File: src/ffha_pkg.sv
package ffha_pkg;

  localparam logic [1:0] ACT_ALLOC  = 2'd0;
  localparam logic [1:0] ACT_FREE   = 2'd1;
  localparam logic [1:0] ACT_INIT   = 2'd2;
  localparam logic [1:0] ACT_UNUSED = 2'd3;

  localparam logic [2:0] ST_OK      = 3'd0;
  localparam logic [2:0] ST_NULL    = 3'd1;
  localparam logic [2:0] ST_NOFIT   = 3'd2;
  localparam logic [2:0] ST_FULL    = 3'd3;
  localparam logic [2:0] ST_UNKNOWN = 3'd4;

  localparam logic [31:0] POOL_BYTES_RST = 32'd33554432;
  localparam logic [6:0]  HDR_SIZE_RST   = 7'd16;

  localparam logic [0:0] REG_HEAP = 1'b0;
  localparam logic [0:0] REG_HDR  = 1'b1;

  typedef struct packed {
    logic [1:0]  action;
    logic [31:0] request_size;
    logic [31:0] release_offset;
  } in_word_t;

  typedef struct packed {
    logic [31:0] payload_offset;
    logic [2:0]  status;
  } out_word_t;

  typedef enum logic [3:0] {
    S_IDLE,
    S_ASCAN,
    S_AREAD,
    S_SHIFT,
    S_SPLIT,
    S_FSCAN,
    S_FREAD,
    S_MSCAN,
    S_MREAD,
    S_MPULL,
    S_DONE
  } state_t;

  // header clamp to 1..64
  function automatic logic [6:0] hdr_eff(input logic [6:0] h);
    logic [6:0] r;
    r = h;
    if (h == 7'd0) r = 7'd1;
    else if (h > 7'd64) r = 7'd64;
    return r;
  endfunction

endpackage

File: src/ffha_regs.sv
module ffha_regs (
  input  logic        clk,
  input  logic        rst_n,
  input  logic        psel,
  input  logic        penable,
  input  logic        pwrite,
  input  logic [2:0]  paddr,
  input  logic [31:0] pwdata,
  output logic [31:0] prdata,
  output logic [31:0] pool_bytes,
  output logic [6:0]  header_size
);
  import ffha_pkg::*;

  logic [31:0] heap_r;
  logic [6:0]  hdr_r;
  logic        wr;

  assign wr = psel && penable && pwrite;

  always_ff @(posedge clk) begin
    if (!rst_n) begin
      heap_r <= POOL_BYTES_RST;
      hdr_r  <= HDR_SIZE_RST;
    end else if (wr) begin
      if (paddr[2] == REG_HEAP) heap_r <= pwdata;
      else                      hdr_r  <= pwdata[6:0];
    end
  end

  always_comb begin
    prdata = 32'd0;
    if (paddr[1:0] == 2'b00) begin
      if (paddr[2] == REG_HEAP) prdata = heap_r;
      else                      prdata = {25'd0, hdr_r};
    end
  end

  assign pool_bytes  = heap_r;
  assign header_size = hdr_r;
endmodule

File: config.mk
export PLATFORM = sky130hd
export DESIGN_NAME = ffha_regs
export DESIGN_NICKNAME = d
export VERILOG_FILES = /design/src/ffha_pkg.sv /design/src/ffha_regs.sv
export SDC_FILE = /design/constraint.sdc
export NUM_CORES = 1
export LEC_CHECK = 0
export BUFFER_PORTS_ARGS = -buffer_cell sky130_fd_sc_hd__buf_2
export CORE_ASPECT_RATIO = 1.75
export CORE_MARGIN = 1
export CORE_UTILIZATION = 45
export CTS_BUF_LIST = sky130_fd_sc_hd__clkbuf_8 sky130_fd_sc_hd__clkbuf_16
export DETAILED_ROUTE_END_ITERATION = 16
export PLACE_DENSITY_LB_ADDON = 0.05
export SYNTH_ARGS = -nofsm -noshare
export SYNTH_HDL_FRONTEND = slang
export SYNTH_SLANG_ARGS = --single-unit
export TNS_END_PERCENT = 100
File: constraint.sdc
create_clock -name clk -period 3.55 [get_ports clk]
set_input_delay 0.71 -clock clk [delete_from_list [all_inputs] [get_ports clk]]
set_output_delay 0.71 -clock clk [all_outputs]
set_load 0.05 [all_outputs]
-- Yosys cells after proc, flatten, opt, wreduce, memory -nomap -nowiden
Cells that the tools add are included.
- reductions and logical operators: 5
- bitwise operators: 1
- muxes and demuxes: 2
- operators with widths (cell ; count):
    two-way mux 32 bit ; 2
    AND reduction 2 bit ; 2
    logical AND 1 bit ; 2
    logical NOT 2 bit ; 1
    NOT 1 bit ; 1
- output and inout bits: 71
- word-level logic and storage cells: 10
- input port bits: 40
- register bits after elaboration: 39

-- Depth between registers and ports, before layout
Gate-level depths: netlist (run 1).
- depth in word-level cells: 3
- gate-level depth with buffers: 5
- gate-level depth less buffers: 2

-- Least setup slack after synthesis (run 1)
No wires, ideal clock.
- kind: input -> output
- start: input port paddr[1]
- end: output port prdata[0]
- arrival: 1.815 ns
- required time: 2.840 ns
- slack: 1.025 ns
- path buffers: 1
- stages: 3
- path through: or2_2 > clkbuf_1 > nor2_1
- longest elaborated chain between the ends: 2
- ends and longest elaborated chain (item ; RTL line ; source):
    start, declared ; ffha_regs.sv:7 ; input logic [2:0] paddr,
    logical NOT 2 bit ; ffha_regs.sv:33 ; if (paddr[1:0] == 2'b00) begin
    two-way mux 32 bit ; ffha_regs.sv:33 ;
    end, declared ; ffha_regs.sv:9 ; output logic [31:0] prdata,
No other way between the ends.

-- Worst setup path after layout (run 1)
- start: input port paddr[2]
- end: output port prdata[20]
- longest elaborated chain between the ends: 2
- ends and longest elaborated chain (item ; RTL line ; source):
    two-way mux 32 bit ; ffha_regs.sv:34 ; if (paddr[2] == REG_HEAP) prdata = heap_r;
    two-way mux 32 bit ; ffha_regs.sv:33 ;
No other way between the ends.

==> metrics, run 1 <==
min Tclk post-route 2710 ps; placed cells 353; die height 87.4 um; VDD IR max 0.304 mV; RSZ-0062 raised after global routing no; largest net degree at the start of global routing 58; Hold Path Class flip-flop to flip-flop; routing usage on met3 5.76%; Layout fillers 389; Finished Layout Cells 361; P_sw 0.246 mW; PwrDens 367 nW/um^2; Routed Antenna Nets 0; P_int 0.664 mW; Yosys top cell area share 41.7%; most crowded layer after global routing met2; clock slew seen by the registers of the worst setup and hold paths 70 ps; max-cap violations 0; clk buf depth 2; Synth Register Bits 39; gate count after technology mapping 209; initial antenna violation count 0; area leader, netlist dfxtp_1; largest cells by area after synthesis dfxtp_1 (42%), mux2i_1 (25%), nand2_1 (14%); crit end category output pin; H-tree levels 2; Fin. Hold Viols 0; Post-Syn Area per Cell 8.97 sq um; Area after DPL 2380 sq um; Detailed Routing Iterations Pass 1 4; clock power share 36.0%; post_cts resized 0; die width 50.8 um; switching portion of total power 27.0%; IO Pins 111; starting density of the core 47.6%; status finished clean; Req. time, crit path 2840 ps; Overflow after GRT 0; Sequential Area 781 sq um; FMAX 0.368 GHz; Gate power share 14.1%; Max Slew Vio Count 0; TNS Setup 0 ps; Clock Skew 0 ps; sequential share of power 49.9%; design area 2480 sq um; startpoint types input pin; post-DP HPWL 2.91 mm; register area share after synthesis 41.7%; Remaining DRCs 0; DP Worst Slack 768 ps; number of antenna diodes 0; CTS Sinks 39; IO Port Bufs 110; Crit Path Class input pin to output pin; GPL Wtd Cong 0.701; reg-to-reg setup timing slack 2900 ps; # setup viols final 0; crit path DAT 2000 ps; initial DRC count 21; grt met1 use 22.1%; total setup buffers inserted after CTS 0; fin worst setup slack 835 ps; share of cells above drive strength 1 39.3%; vias per cell 4.71; P_leak 1.30 nW; worst-path fanout max 25; CORE AREA 3940 sq um; Hold Buf Count CTS 0; CTS Root Cell clkbuf_8; site row count 30; Worst slew margin 40.2%; CTS Buf Count 5; Total Die Area 4440 sq um; first-pass GRT wire length 6.34 mm; met2 Usage GRT 31.9%; Syn Nets 249; wire per inst 11.2 um; Clock Latency Late Sink 290 ps; # nets final 352; CTS tree built; GRT Overall Usage 19.2%; synthesized cell area 1870 sq um; Final period util 76.5%; Layout area overhead 32.1%; multi-input logic area 970 sq um; Netlist cell types 14; Post-Route WL 4.04 mm; Vias 1,699; number of global-route vias before repair 1,425; Yosys warnings 0; Worst-Margin Slew 897 ps
[worst max-delay path, cell delays in order]
cell and delay [ps]:
buf_2 200, nor3_4 610, and2_1 210, buf_2 260
[cells in the mapped netlist]
| cell | count |
|---|---|
| buf_12 | 3 |
| buf_6 | 2 |
| clkbuf_1 | 10 |
| buf_2 | 1 |
| dfxtp_1 | 39 |
| nor2_1 | 7 |
| nor3_4 | 1 |
| nand2_1 | 68 |
| nand4_2 | 1 |
| and4b_1 | 1 |
| nor2b_1 | 4 |
| and2_1 | 25 |
| or2_2 | 1 |
| mux2i_1 | 46 |
[cell usage in the layout, fill, tap and decap left out, drive strengths merged]
master,n
buf,112
clkbuf,7
and2,25
dfxtp,39
and4b,1
nand4,1
nor2b,4
nor2,7
inv,1
or2,1
nand2,68
nor3,1
mux2i,46
[power by group through the flow]
| stage | clock (mW) | combinational, mW | sequential, mW |
|---|---|---|---|
| final | 0.327 | 0.129 | 0.453 |
| after global routing | 0.351 | 0.139 | 0.455 |
| after CTS | 0.335 | 0.130 | 0.454 |
| after detailed placement | 0 | 0.130 | 0.464 |
| after global placement | 0 | 0.129 | 0.464 |
| after floorplan | 0 | 0.0604 | 0.497 |
[sequential cells by signal, summed over array words and instances (netlist names)]
register / count
header_size: 7
pool_bytes: 32
[final cells by class]
class                           instances  share of cell area, %
Clock buffer                            7                   3.89
Clock inverter                          1                  0.152
Multi-Input combinational cell        154                   39.2
Sequential cell                        39                   31.5
Tap cell                               48                   2.43
Timing Repair Buffer                  112                   22.8
[through the flow]
step	hold WS (ps)	total power, mW	util, %
global route	487	0.945	62.8
CTS	470	0.919	62.8
global placement	450	0.592	60.3
floorplan	680	0.557	-
finish	467	0.909	62.8
detailed placement	460	0.594	60.3
[per-layer routing]
metal / up-vias / wire length [um]
li1: 876 / -
met1: 749 / 1660
met2: 68 / 2000
met3: 6 / 288
met4: 0 / 82
met5: - / 0
[final timing paths]
path | start | cells past startpoint | endpoint
hold reg to reg | pool_bytes[0] | 2 | pool_bytes[0]
setup / recovery | paddr[2] | 4 | prdata[20]
hold / removal | pool_bytes[0] | 2 | pool_bytes[0]
setup reg to reg | pool_bytes[10] | 2 | pool_bytes[10]
[kinds of logic (layout without fill, tap and decap cells)]
logic type	after synthesis	count (layout)	share of synthesized area, %
buf+inv	16	120	6.68
flops	39	39	41.7
mux	46	46	24.6
simple gates	108	108	27.1
Note: power is estimated with default switching activity, not from simulation.
==> run 2: changes to the inputs <==
Settings changed: ABC_AREA set to 1, CORE_UTILIZATION 45 to 40.
Clock period 3.55 ns to 2.23 ns, I/O delays scaled along.
==> metrics, run 2 <==
total setup buffers inserted after CTS 0; status finished clean; RSZ-0062 raised after global routing no; vias per cell 4.65; PwrDens 588 nW/um^2; most common cell after layout, fill and taps aside buf_2; Routed Antenna Nets 0; first-pass GRT wire length 8.35 mm; Max Slew Vio Count 0; H-tree levels 2; initial antenna violation count 0; Critical R2R Capture pool_bytes[25]; CORE AREA 4790 sq um; Detailed Routing Iterations Pass 1 4; worst hold slack 379 ps; placed cells 473; site row count 33; Final period util 83.2%; starting density of the core 42.3%; Most common cell on crit path buf_2; Worst slew margin 53.6%; commonest non-fill, non-tap cells in the layout buf_2 (110), nor2_1 (99), nand2_1 (79), nand3_1 (39), dfxtp_1 (39); fraction of registers with async set/reset 0%; Finished Layout Cells 481; Yosys top cell area share 38.6%; worst hold path startpoint pwdata[25]; hold worst-path end pool_bytes[25]; GPL Wtd Cong 0.776; reg-to-reg setup timing slack 1620 ps; die width 55.8 um; number of global-route vias before repair 1,897; largest cells by area after synthesis dfxtp_1 (39%), nor2_1 (18%), nand2_1 (15%); Post-Route WL 5.16 mm; share of cells above drive strength 1 30.5%; max FFs per register 32; Req. time, crit path 1780 ps; crit end category output pin; Clock Latency Late Sink 280 ps; Synth Register Bits 39; Clock Skew 0 ps; initial DRC count 98; Post-Syn Area per Cell 6.21 sq um; reg-to-reg startpoint pool_bytes[25]; Overflow after GRT 0; slowest CP cell buf_2; CP peak stage delay 270 ps; GRT Overall Usage 19.4%; Hold Path Class input pin to flip-flop; number of synthesized flops with an enable pin 0; Remaining DRCs 0; area leader, netlist dfxtp_1; crit path buf inv count 3; die height 96.1 um; Netlist cell types 17; min Tclk post-route 1860 ps; synthesized cell area 2020 sq um; CTS Root Cell clkbuf_8; max-cap violations 0; P_leak 1.46 nW; FMAX 0.539 GHz; CTS tree built; Worst-Margin Slew 696 ps; Crit Path Class input pin to output pin; register area share after synthesis 38.6%; IO Port Bufs 110; Yosys warnings 0; Final Util 55.6%; Post-synth top flop dfxtp_1; gate count after technology mapping 326; number of antenna diodes 0; startpoint types input pin; crit path cell chain buf_2 -> or2_1 -> buf_4 -> a21oi_1 -> buf_2; top post-synthesis cells by count nor2_1 (99), nand2_1 (79), dfxtp_1 (39), nand3_1 (39), inv_1 (31); clock slew seen by the registers of the worst setup and hold paths 70 ps; post-DP HPWL 3.64 mm; # nets final 468; # setup viols final 0; clk buf depth 2; post_cts resized 0; CTS Sinks 39; Vias 2,238; wire per inst 10.7 um; top-count cell post-synth nor2_1; largest net degree at the start of global routing 40; VDD IR max 0.507 mV; Hold Buf Count CTS 0; crit path DAT 1410 ps; IO Pins 111; Hold Path Cell Cnt 3; Total Die Area 5360 sq um; Layout area overhead 31.6%; CTS Buf Count 5; Syn Nets 366; worst r2r path cells 2; worst-path fanout max 32; Fin. Hold Viols 0; critical path's top delay family buffers and inverters; TNS Setup 0 ps
-- run 2: final cells by class --
type                            instances  area [sq um]
Clock inverter                          1          3.75
Inverter                               33           124
Multi-Input combinational cell        231           958
Clock buffer                            7          96.3
Timing Repair Buffer                  118           636
Sequential cell                        39           781
Tap cell                               52          65.1
Fill cell                             531          2130
-- run 2: worst reg2reg max path, cell delays in order (launching register included) --
cell     delay (ps)
dfxtp_1         320
o21ai_0          70
nand3_1          80
-- run 2: worst max-delay path by stage --
stage,from,endpoint,slack [ps],cells after the start
finish,paddr[1],prdata[3],370,5
global route,paddr[1],prdata[5],300,5
CTS,paddr[1],prdata[0],360,5
detailed placement,paddr[1],prdata[3],370,5
global placement,paddr[1],prdata[5],380,5
floorplan,paddr[1],prdata[2],30,4
-- run 2: stage by stage --
step	setup slack, ps	total power [mW]	cell area, sq um
after global routing	303	1.65	2660
after CTS	361	1.59	2660
after global placement	378	1.07	2560
final	375	1.57	2660
after floorplan	29.5	0.990	2020
after detailed placement	368	1.08	2560
-- run 2: cells by family (layout without fill, tap and decap cells) --
kind of cell,Yosys count,in the layout,synth area share [%]
compound gates,9,9,2.22
buf+inv,56,159,14.1
flops,39,39,38.6
simple gates,222,222,45.1
-- run 2: per-layer routing --
metal	track usage (%)	routed length, um
met1	20.5	2120
met2	38.1	2750
met3	3.63	229
met4	6.25	62
met5	0	0
-- run 2: where the power goes --
part	internal, mW	total, mW	switching [mW]
Clock	0.278	0.510	0.233
Combinational	0.0943	0.317	0.223
Sequential	0.721	0.738	0.0173
